<file path="config.mk">
export PLATFORM = sky130hd
export DESIGN_NAME = cca_cell
export DESIGN_NICKNAME = d
export VERILOG_FILES = /design/src/hw/rtl/cca_pkg.sv /design/src/hw/rtl/cca_cell.sv
export SDC_FILE = /design/constraint.sdc
export NUM_CORES = 1
export LEC_CHECK = 0
export BUFFER_PORTS_ARGS = -buffer_cell sky130_fd_sc_hd__buf_2
export CORE_MARGIN = 3
export CORE_UTILIZATION = 41
export CTS_CLUSTER_DIAMETER = 30
export DETAILED_ROUTE_END_ITERATION = 12
export GPL_ROUTABILITY_DRIVEN = 1
export PLACE_DENSITY = 0.8
export REMOVE_ABC_BUFFERS = 1
export SLEW_MARGIN = 0
export SYNTH_ARGS = -nofsm -noshare
export SYNTH_HDL_FRONTEND = slang
export SYNTH_SLANG_ARGS = --single-unit
</file>
<file path="constraint.sdc">
create_clock -name clk -period 1.9 [get_ports clk]
set_input_delay 0.095 -clock clk [delete_from_list [all_inputs] [get_ports clk]]
set_output_delay 0.095 -clock clk [all_outputs]
set_load 0.02 [all_outputs]
</file>
<file path="src/hw/rtl/cca_pkg.sv">
// Package with the transfer types and constants of the color class assigner.
package cca_pkg;

  localparam int MAX_CLASSES_DEF = 255;
  localparam int COLOR_W         = 24;
  localparam int CLASS_W         = 8;

  typedef struct packed {
    logic [COLOR_W-1:0] pixel_color;
    logic               first_of_scene;
  } in_t;

  typedef struct packed {
    logic [CLASS_W-1:0] class_number;
    logic               is_new_color;
    logic               overflow_seen;
  } out_t;

  typedef struct packed {
    logic               valid;
    logic [COLOR_W-1:0] color;
    logic               hit;
    logic               is_new;
    logic [CLASS_W-1:0] cls;
  } tok_t;

endpackage

</file>
<file path="src/hw/rtl/cca_cell.sv">
// One table cell: holds a stored color and passes the lookup token to its neighbor.
module cca_cell
  import cca_pkg::*;
#(
  parameter int IDX   = 0,
  parameter int CNT_W = 8
) (
  input  logic             clk,
  input  logic             rst_n,
  input  tok_t             tok_in,
  input  logic [CNT_W-1:0] count,
  output tok_t             tok_out
);

  logic [COLOR_W-1:0] color_r;
  tok_t               tok_r;
  tok_t               tok_nxt;
  logic               active;
  logic               match;
  logic               append;

  assign active = CNT_W'(IDX) < count;
  assign match  = tok_in.valid && active && (color_r == tok_in.color);
  assign append = tok_in.valid && !tok_in.hit && (CNT_W'(IDX) == count);

  always_comb begin
    tok_nxt = tok_in;
    if (match || append) begin
      tok_nxt.hit = 1'b1;
      tok_nxt.cls = CLASS_W'(IDX + 1);
    end
    if (append) begin
      tok_nxt.is_new = 1'b1;
    end
  end

  always_ff @(posedge clk) begin
    if (!rst_n) begin
      tok_r.valid <= 1'b0;
    end else begin
      tok_r.valid <= tok_nxt.valid;
    end
    tok_r.color  <= tok_nxt.color;
    tok_r.hit    <= tok_nxt.hit;
    tok_r.is_new <= tok_nxt.is_new;
    tok_r.cls    <= tok_nxt.cls;
    if (append) begin
      color_r <= tok_in.color;
    end
  end

  assign tok_out = tok_r;

endmodule

</file>
After elaboration in Yosys (flattened, before gate mapping)
Cells that the tools add are included.
{"block": "classes", "order_cmp": 1, "div": 0, "eq_ne": 1, "bitwise": 0, "mul": 0, "muxes": 0, "n_reduce_logical": 7, "n_shift": 0, "n_addsub": 0}
{"cell": "equality test 24 bit", "count": 1}
{"cell": "logical NOT 8 bit", "count": 1}
{"cell": "less-than comparator 1 x 8 -> 1 bit (first input constant)", "count": 1}
{"cell": "logical AND 1 bit", "count": 4}
{"cell": "logical NOT 1 bit", "count": 1}
{"cell": "logical OR 1 bit", "count": 1}
{"block": "totals", "n_memories": 0, "output_inout_bits": 35, "inputBits": 45, "latchBits": 0, "romBits": 0, "ram_bits": 0, "register_bits": 59}

Depth between registers and ports, before layout
Gate-level depths: netlist of run 1.
{"block": "logic_depth", "word_depth": 4, "mapped_depth": 5}

Worst setup path after synthesis of run 1
OpenSTA, ideal clock, no wires.
{"block": "synth_timing", "path_type": "input-to-reg", "start": "input port count[7]", "end": "register color_r[0], enable pin", "n_path_buf": 1, "setup_slack_ns": 0.059, "arrival_time_ns": 1.505, "stages": 4, "setup_time_ns": 0.336, "cell_sequence": "or4_4 or4b_4 buf_6 clkinv_2"}
{"block": "synth_via", "elab_chain_cells": 2}
{"element": "start, declared", "line": "cca_cell.sv:11", "rtl": "input logic [CNT_W-1:0] count,"}
{"element": "logical NOT 8 bit", "line": "cca_cell.sv:24", "rtl": "assign append = tok_in.valid && !tok_in.hit && (CNT_W'(IDX) == count);"}
{"element": "logical AND 1 bit", "line": "cca_cell.sv:24"}
{"element": "via append", "line": "cca_cell.sv:20", "rtl": "logic append;"}
{"element": "end signal, assigned", "line": "cca_cell.sv:48", "rtl": "color_r <= tok_in.color;"}
{"element": "end, declared", "line": "cca_cell.sv:15", "rtl": "logic [COLOR_W-1:0] color_r;"}
The timed path passes the listed nets, and every way through them passes these cells.
A chain may end at the register's enable or synchronous reset.

Final worst setup path of run 1
{"block": "layout_timing", "start": "input port tok_in[12] in the netlist's numbering", "end": "register tok_r (netlist bit tok_out[2])"}
{"block": "layout_via", "elab_chain_cells": 3}
{"element": "start, declared", "line": "cca_cell.sv:10", "rtl": "input tok_t tok_in,"}
{"element": "equality test 24 bit", "line": "cca_cell.sv:23", "rtl": "assign match = tok_in.valid && active && (color_r == tok_in.color);"}
{"element": "logical AND 1 bit", "line": "cca_cell.sv:23"}
{"element": "logical OR 1 bit", "line": "cca_cell.sv:28", "rtl": "if (match || append) begin"}
{"element": "end, declared", "line": "cca_cell.sv:16", "rtl": "tok_t tok_r;"}
No other way between the ends.

==> metrics.txt, run 1 <==
# TYPE chip_impl_metric gauge
chip_impl_info{name="run_status",value="completed"} 1
chip_impl_metric{name="count_of_yosys_warnings_during_synthesis",unit=""} 0
chip_impl_info{name="worstReg2RegStart",value="color_r[2]"} 1
chip_impl_metric{name="floorplan.rows",unit=""} 23
chip_impl_metric{name="maxSlewHeadroom",unit="%"} 61.3
chip_impl_metric{name="ff2ff_setup_slack",unit="ns"} 0.41
chip_impl_info{name="type_of_element_capturing_the_critical_path",value="flip-flop"} 1
chip_impl_metric{name="power_per_cell_area",unit="nW/um2"} 913
chip_impl_metric{name="detailroute.via_count",unit=""} 1343
chip_impl_metric{name="io_pins",unit=""} 80
chip_impl_info{name="r2r_end",value="tok_out[2]"} 1
chip_impl_metric{name="hold_viol",unit=""} 0
chip_impl_metric{name="detailed_place_hpwl",unit="um"} 2690
chip_impl_info{name="min_path_type",value="input port to flip-flop"} 1
chip_impl_metric{name="synthDominantCellAreaShare",unit="%"} 39.1
chip_impl_info{name="cts_tree",value="built"} 1
chip_impl_metric{name="antennaDiodeCount",unit=""} 0
chip_impl_metric{name="drc",unit=""} 0
chip_impl_metric{name="clkSinkCount",unit=""} 59
chip_impl_metric{name="proportion_of_synthesized_chip_area_in_sequential_cells",unit="%"} 77.2
chip_impl_metric{name="drt_iter0_drc",unit=""} 56
chip_impl_metric{name="placer_congestion_estimate",unit=""} 0.722
chip_impl_metric{name="setup_total_negative_slack",unit="ns"} 0
chip_impl_metric{name="clock-skew-final",unit="ns"} 0.00932
chip_impl_metric{name="post-route-period-util",unit="%"} 82.5
chip_impl_info{name="post-synth-top-area-cell",value="edfxtp_1"} 1
chip_impl_metric{name="critPathRequiredTime",unit="ns"} 2.09
chip_impl_metric{name="worst_pin_slew",unit="ns"} 0.577
chip_impl_info{name="timing.critical_path.from",value="tok_in[12]"} 1
chip_impl_info{name="crit_end",value="tok_out[2]"} 1
chip_impl_info{name="rsz0062_at_grt",value="no"} 1
chip_impl_metric{name="detailedRoute.firstPassIterationCount",unit=""} 4
chip_impl_metric{name="fp.dieW",unit="um"} 73.0
chip_impl_metric{name="clock_insertion_delay_worst_skew",unit="ns"} 0.33
chip_impl_metric{name="worstRegToRegCells",unit=""} 4
chip_impl_metric{name="path_clk_slew",unit="ns"} 0.07
chip_impl_metric{name="place.port_buffers",unit=""} 79
chip_impl_metric{name="htreeDepth",unit=""} 3
chip_impl_metric{name="fmax",unit="GHz"} 0.638
chip_impl_metric{name="synth.avg_cell_area",unit="um2"} 15.9
chip_impl_metric{name="report.final.setup_viol",unit=""} 0
chip_impl_metric{name="ir_worst_vdd",unit="mV"} 0.804
chip_impl_info{name="yosys-top-cells-area",value="edfxtp_1, dfxtp_1, xnor2_1"} 1
chip_impl_metric{name="final_max_slew_viol_count",unit=""} 0
chip_impl_metric{name="via_count_of_the_first_global_routing_pass",unit=""} 1427
chip_impl_metric{name="layout-drive-gt1-share",unit="%"} 41.0
chip_impl_metric{name="die_area",unit="um2"} 5330
chip_impl_metric{name="worst_ep_arrival_time",unit="ns"} 1.76
chip_impl_metric{name="die_y",unit="um"} 73.0
chip_impl_metric{name="average_wire_length_per_cell_after_detail_routing",unit="um"} 14.5
chip_impl_metric{name="routed_via_count_divided_by_cell_count",unit=""} 4.49
chip_impl_metric{name="placeableCoreArea",unit="um2"} 4170
chip_impl_metric{name="power.static_leakage",unit="nW"} 1.22
chip_impl_metric{name="yosys.cell_types.count",unit=""} 20
chip_impl_metric{name="gr-usage-all-layers",unit="%"} 17.4
chip_impl_metric{name="area_growth_syn_to_layout",unit="%"} 56.5
chip_impl_metric{name="fin_nets",unit=""} 289
chip_impl_metric{name="initial_antenna_violation_count",unit=""} 0
chip_impl_metric{name="postSynthRegisterBits",unit=""} 59
chip_impl_metric{name="stdcell_area",unit="um2"} 2880
chip_impl_metric{name="grt_max_degree",unit=""} 14
chip_impl_metric{name="holdWs",unit="ns"} 0.0548
chip_impl_metric{name="clock_path_buffers",unit=""} 2
chip_impl_metric{name="cts-buffers-inserted",unit=""} 9
chip_impl_metric{name="placedInstanceArea",unit="um2"} 2340
chip_impl_metric{name="cp_max_fo",unit=""} 9
chip_impl_info{name="critical_path_class",value="input port to flip-flop"} 1
chip_impl_metric{name="syn-instance-count",unit=""} 116
chip_impl_metric{name="p_total",unit="mW"} 2.63
chip_impl_metric{name="drtAntennaViolNets",unit=""} 0
chip_impl_metric{name="fin_crit",unit="ns"} 1.57
chip_impl_metric{name="route.final.wire_length",unit="um"} 4320
chip_impl_metric{name="max-cap-violations",unit=""} 0
chip_impl_metric{name="cts.repair_timing.setup_buffer_count",unit=""} 0
chip_impl_metric{name="overflow",unit=""} 0
chip_impl_metric{name="grt_first_pass_wirelength",unit="um"} 6640
chip_impl_info{name="clockRootBuffer",value="clkbuf_8"} 1
chip_impl_metric{name="syn-cell-area",unit="um2"} 1840
chip_impl_info{name="critPathLaunchType",value="input port"} 1
chip_impl_metric{name="initial_core_util",unit="%"} 44.1
-- layout by cell type, fill, tap and decap left out, drive strengths merged, types with 2 or more instances in the layout --
master        n
clkinv        3
edfxtp       24
nand4         5
dlygate4sd3  35
nand2         7
or4           2
nand2b        2
xnor2        24
buf          83
a21oi         7
dfxtp        35
clkbuf       14
-- power by group --
part	total [mW]	leakage (nW)	internal (mW)	switching, mW
clock	1.01	0.0932	0.583	0.424
combinational	0.257	0.616	0.132	0.125
sequential	1.37	0.511	1.36	0.00973
total	2.63	1.22	2.07	0.559
-- final cells by class --
cell class / instances / area, um2
clock inverters: 2 / 8.76
clock buffers: 14 / 174
flip-flops and latches: 59 / 1420
multi-input cells: 55 / 409
fillers: 279 / 1290
inverters: 1 / 5.00
well taps: 50 / 62.6
repair buffers: 118 / 801
-- worst min-delay path by stage --
stage | start | end | slack [ns] | cells after the start
2_1_floorplan | tok_in[10] | tok_out[10] | 0.12 | 0
5_1_grt | tok_in[9] | tok_out[9] | 0.04 | 3
3_3_place_gp | tok_in[12] | tok_out[12] | 0.24 | 1
3_5_place_dp | tok_in[27] | tok_out[27] | 0.24 | 1
6_report | tok_in[9] | tok_out[9] | 0.05 | 3
4_1_cts | tok_in[9] | tok_out[9] | 0.04 | 3
-- timing repair --
action,in CTS,in global routing
setup endpoints to repair,0,9
hold buffers,35,0
endpoints found under the hold margin,58,0
gates resized for setup,0,1
-- through the flow --
step	std cells	utilization, %	setup slack [ns]
2_1_floorplan	115	-	0.102
3_3_place_gp	248	56.2	0.113
3_5_place_dp	248	56.2	0.102
4_1_cts	299	68.9	0.0746
5_1_grt	299	69.1	0.202
6_report	299	69.1	0.333
-- synthesized netlist by cell type, drive strengths merged --
| library cell | n |
|---|---|
| dfxtp | 35 |
| edfxtp | 24 |
| xnor2 | 24 |
| a21oi | 7 |
| nand2 | 7 |
| nand4 | 5 |
| nand2b | 2 |
| or4 | 2 |
| a211o | 1 |
| a21o | 1 |
| and2 | 1 |
| buf | 1 |
| clkinv | 1 |
| nand3 | 1 |
| nor3 | 1 |
| nor4 | 1 |
| o211ai | 1 |
| or4b | 1 |
-- state kept, by name, summed over array words and instances (netlist names) --
name     cells
color_r     24
tok_out     35
-- logic make-up after synthesis --
kind of cell | count (synthesis) | synth area share, %
AO/OA/AOI/OAI | 10 | 3.26
XOR/XNOR | 24 | 11.4
buffers and inverters | 2 | 0.883
flip-flops | 59 | 77.2
AND/OR/NAND/NOR | 21 | 7.27
-- critical path: stages --
cell and delay (ns):
dlygate4sd3_1 0.54, buf_2 0.14, xnor2_1 0.15, o211ai_1 0.13, nor3_2 0.52, a21oi_1 0.17
-- routing by layer --
layer	up-vias	part of all wire [%]	track usage, %
li1	664	-	-
met4	0	1.8	7.38
met2	47	55	31.0
met3	9	6.4	7.99
met5	-	0	0
met1	623	36	17.3
Power figures use the tool's default switching activity.
==> inputs of run 2 (changes only) <==
--- a/config.mk
+++ b/config.mk
@@ -5,13 +5,14 @@
 export SDC_FILE = /design/constraint.sdc
 export NUM_CORES = 1
 export LEC_CHECK = 0
+export ABC_AREA = 1
 export BUFFER_PORTS_ARGS = -buffer_cell sky130_fd_sc_hd__buf_2
 export CORE_MARGIN = 3
-export CORE_UTILIZATION = 41
+export CORE_UTILIZATION = 43
 export CTS_CLUSTER_DIAMETER = 30
 export DETAILED_ROUTE_END_ITERATION = 12
 export GPL_ROUTABILITY_DRIVEN = 1
-export PLACE_DENSITY = 0.8
+export PLACE_DENSITY = 0.82
 export REMOVE_ABC_BUFFERS = 1
 export SLEW_MARGIN = 0
 export SYNTH_ARGS = -nofsm -noshare
==> constraint.sdc (replaced) <==
create_clock -name clk -period 1.4 [get_ports clk]
set_input_delay 0.07 -clock clk [delete_from_list [all_inputs] [get_ports clk]]
set_output_delay 0.07 -clock clk [all_outputs]
set_load 0.02 [all_outputs]
==> metrics.txt, run 2 <==
# TYPE chip_impl_metric gauge
chip_impl_metric{name="final_max_slew_viol_count",unit=""} 0
chip_impl_metric{name="die_area",unit="um2"} 5640
chip_impl_metric{name="synth-edff-count",unit=""} 24
chip_impl_metric{name="layout-drive-gt1-share",unit="%"} 29.7
chip_impl_metric{name="cp_max_fo",unit=""} 7
chip_impl_metric{name="antennaDiodeCount",unit=""} 0
chip_impl_metric{name="syn-cell-area",unit="um2"} 2050
chip_impl_metric{name="postSynth.asyncResetShare",unit="%"} 0
chip_impl_metric{name="ir_worst_vdd",unit="mV"} 0.738
chip_impl_metric{name="drc",unit=""} 0
chip_impl_metric{name="average_wire_length_per_cell_after_detail_routing",unit="um"} 11.5
chip_impl_metric{name="io_pins",unit=""} 80
chip_impl_metric{name="synthDominantCellAreaShare",unit="%"} 35.1
chip_impl_metric{name="cts-buffers-inserted",unit=""} 9
chip_impl_info{name="timing.critical_path.from",value="tok_in[16]"} 1
chip_impl_metric{name="report.final.setup_viol",unit=""} 0
chip_impl_metric{name="yosys.cell_types.count",unit=""} 14
chip_impl_metric{name="syn-instance-count",unit=""} 210
chip_impl_metric{name="count_of_yosys_warnings_during_synthesis",unit=""} 0
chip_impl_info{name="post-synth-top-area-cell",value="edfxtp_1"} 1
chip_impl_metric{name="max-cap-violations",unit=""} 0
chip_impl_info{name="worstReg2RegStart",value="color_r[6]"} 1
chip_impl_metric{name="cts.repair_timing.setup_buffer_count",unit=""} 0
chip_impl_metric{name="fin_nets",unit=""} 383
chip_impl_metric{name="clkSinkCount",unit=""} 59
chip_impl_info{name="yosys-top-cells-area",value="edfxtp_1, dfxtp_1, nand2_1"} 1
chip_impl_metric{name="power.static_leakage",unit="nW"} 1.61
chip_impl_metric{name="proportion_of_synthesized_chip_area_in_sequential_cells",unit="%"} 69.2
chip_impl_metric{name="clock-skew-final",unit="ns"} 0.00716
chip_impl_metric{name="detailed_place_hpwl",unit="um"} 2790
chip_impl_metric{name="place.port_buffers",unit=""} 79
chip_impl_info{name="critPathLaunchType",value="input port"} 1
chip_impl_metric{name="detailroute.via_count",unit=""} 1658
chip_impl_info{name="critical_path_class",value="input port to flip-flop"} 1
chip_impl_metric{name="maxSlewHeadroom",unit="%"} 85.9
chip_impl_info{name="synth_most_common_cell",value="nand2_1"} 1
chip_impl_metric{name="fp.dieW",unit="um"} 75.1
chip_impl_metric{name="fin_crit",unit="ns"} 1.32
chip_impl_metric{name="fmax",unit="GHz"} 0.760
chip_impl_info{name="postSynth.topFlopCell",value="dfxtp_1"} 1
chip_impl_metric{name="initial_antenna_violation_count",unit=""} 0
chip_impl_metric{name="drt_iter0_drc",unit=""} 61
chip_impl_metric{name="clock_path_buffers",unit=""} 2
chip_impl_metric{name="synth.avg_cell_area",unit="um2"} 9.78
chip_impl_metric{name="routed_via_count_divided_by_cell_count",unit=""} 4.20
chip_impl_info{name="synthTopCellsByCount",value="nand2_1, inv_1, dfxtp_1, edfxtp_1, nor2_1"} 1
chip_impl_metric{name="die_y",unit="um"} 75.1
chip_impl_metric{name="grt_first_pass_wirelength",unit="um"} 6910
chip_impl_metric{name="multi_input_comb_area",unit="um2"} 448
chip_impl_metric{name="finish.utilization",unit="%"} 69.2
chip_impl_info{name="layout.cells.most_common",value="buf_2"} 1
chip_impl_metric{name="placeableCoreArea",unit="um2"} 4470
chip_impl_info{name="run_status",value="completed"} 1
chip_impl_metric{name="path_clk_slew",unit="ns"} 0.06
chip_impl_info{name="layout_common_cells",value="buf_2, nand2_1, inv_1, dlygate4sd3_1, dfxtp_1"} 1
chip_impl_metric{name="worst_pin_slew",unit="ns"} 0.211
chip_impl_metric{name="holdWs",unit="ns"} 0.0980
chip_impl_metric{name="worst_ep_arrival_time",unit="ns"} 1.54
chip_impl_info{name="min_path_type",value="input port to flip-flop"} 1
chip_impl_metric{name="postSynthRegisterBits",unit=""} 59
chip_impl_metric{name="floorplan.rows",unit=""} 24
chip_impl_metric{name="placer_congestion_estimate",unit=""} 0.665
chip_impl_metric{name="drtAntennaViolNets",unit=""} 0
chip_impl_metric{name="initial_core_util",unit="%"} 45.9
chip_impl_info{name="cts_tree",value="built"} 1
chip_impl_metric{name="stdcell_area",unit="um2"} 3100
chip_impl_info{name="clockRootBuffer",value="clkbuf_8"} 1
chip_impl_info{name="type_of_element_capturing_the_critical_path",value="flip-flop"} 1
chip_impl_metric{name="route.final.wire_length",unit="um"} 4530
chip_impl_metric{name="placedInstanceArea",unit="um2"} 2540
chip_impl_metric{name="power_per_cell_area",unit="nW/um2"} 1180
chip_impl_metric{name="hold_viol",unit=""} 0
chip_impl_metric{name="overflow",unit=""} 0
chip_impl_metric{name="detailedRoute.firstPassIterationCount",unit=""} 4
chip_impl_metric{name="layout.area.seq",unit="um2"} 1420
chip_impl_metric{name="layout.filler_cells",unit=""} 335
chip_impl_metric{name="grt_max_degree",unit=""} 16
chip_impl_metric{name="via_count_of_the_first_global_routing_pass",unit=""} 1605
chip_impl_metric{name="post-route-period-util",unit="%"} 93.9
chip_impl_metric{name="clock_insertion_delay_worst_skew",unit="ns"} 0.33
chip_impl_metric{name="number_of_flip_flops_in_the_largest_register",unit=""} 35
chip_impl_metric{name="gr-usage-all-layers",unit="%"} 17.2
chip_impl_metric{name="htreeDepth",unit=""} 3
chip_impl_metric{name="critPathRequiredTime",unit="ns"} 1.62
chip_impl_metric{name="area_growth_syn_to_layout",unit="%"} 50.8
chip_impl_info{name="hold_start",value="tok_in[21]"} 1
-- run 2: cells by family after synthesis --
kind of cell,after synthesis,share of synthesized area [%]
AO/OA/AOI/OAI,4,1.10
XOR/XNOR,6,2.56
buffers and inverters,51,9.32
flip-flops,59,69.2
AND/OR/NAND/NOR,90,17.8
-- run 2: area by class of cell --
cell class | count | share of cell area (%)
inverters | 51 | 6.18
well taps | 52 | 2.10
multi-input cells | 100 | 14.5
clock inverters | 4 | 0.687
repair buffers | 117 | 25.3
clock buffers | 12 | 5.38
flip-flops and latches | 59 | 45.9
-- run 2: critical path: stages --
cell,delay [ns]
dlygate4sd3_1,0.54
buf_2,0.15
xnor2_2,0.16
nand2_1,0.07
nor2_1,0.10
nand2_1,0.08
nor2_2,0.11
nand2_2,0.09
nand2_4,0.11
nor2_1,0.05
-- run 2: path summary, 6_finish.rpt --
| kind | cells after the start | end | slack (ns) |
|---|---|---|---|
| max | 10 | tok_out[1] | 0.08 |
| min | 2 | tok_out[21] | 0.1 |
| max reg2reg | 8 | tok_out[1] | 0.10 |
| min reg2reg | 5 | tok_out[9] | 0.75 |
-- run 2: metrics by stage --
step | setup TNS, ns | power, mW | setup WS [ns] | std cells
floorplan | 0 | 2.02 | 0.0862 | 210
detailed placement | 0 | 2.17 | 0.117 | 344
finish | 0 | 3.64 | 0.0848 | 395
global route | -0.0932 | 3.80 | -0.0169 | 395
global placement | 0 | 2.16 | 0.161 | 344
CTS | 0 | 3.67 | 0.0924 | 396
-- run 2: power by group --
part | switching (mW) | internal (mW)
registers | 0.0120 | 1.84
logic | 0.184 | 0.179
clock network | 0.635 | 0.790
-- run 2: what timing repair did --
item | in CTS | in global routing
hold buffers | 36 | 0
hold endpoints to repair | 59 | 0
endpoints found under the setup margin | 0 | 7
resized for setup | 0 | 3
-- run 2: routing by layer --
layer	up-vias	global-route usage, %	share of wire, %
met3	10	4.94	6.0
li1	875	-	-
met5	-	0	0
met1	711	18.9	40
met4	0	10.7	2.2
met2	62	29.2	52
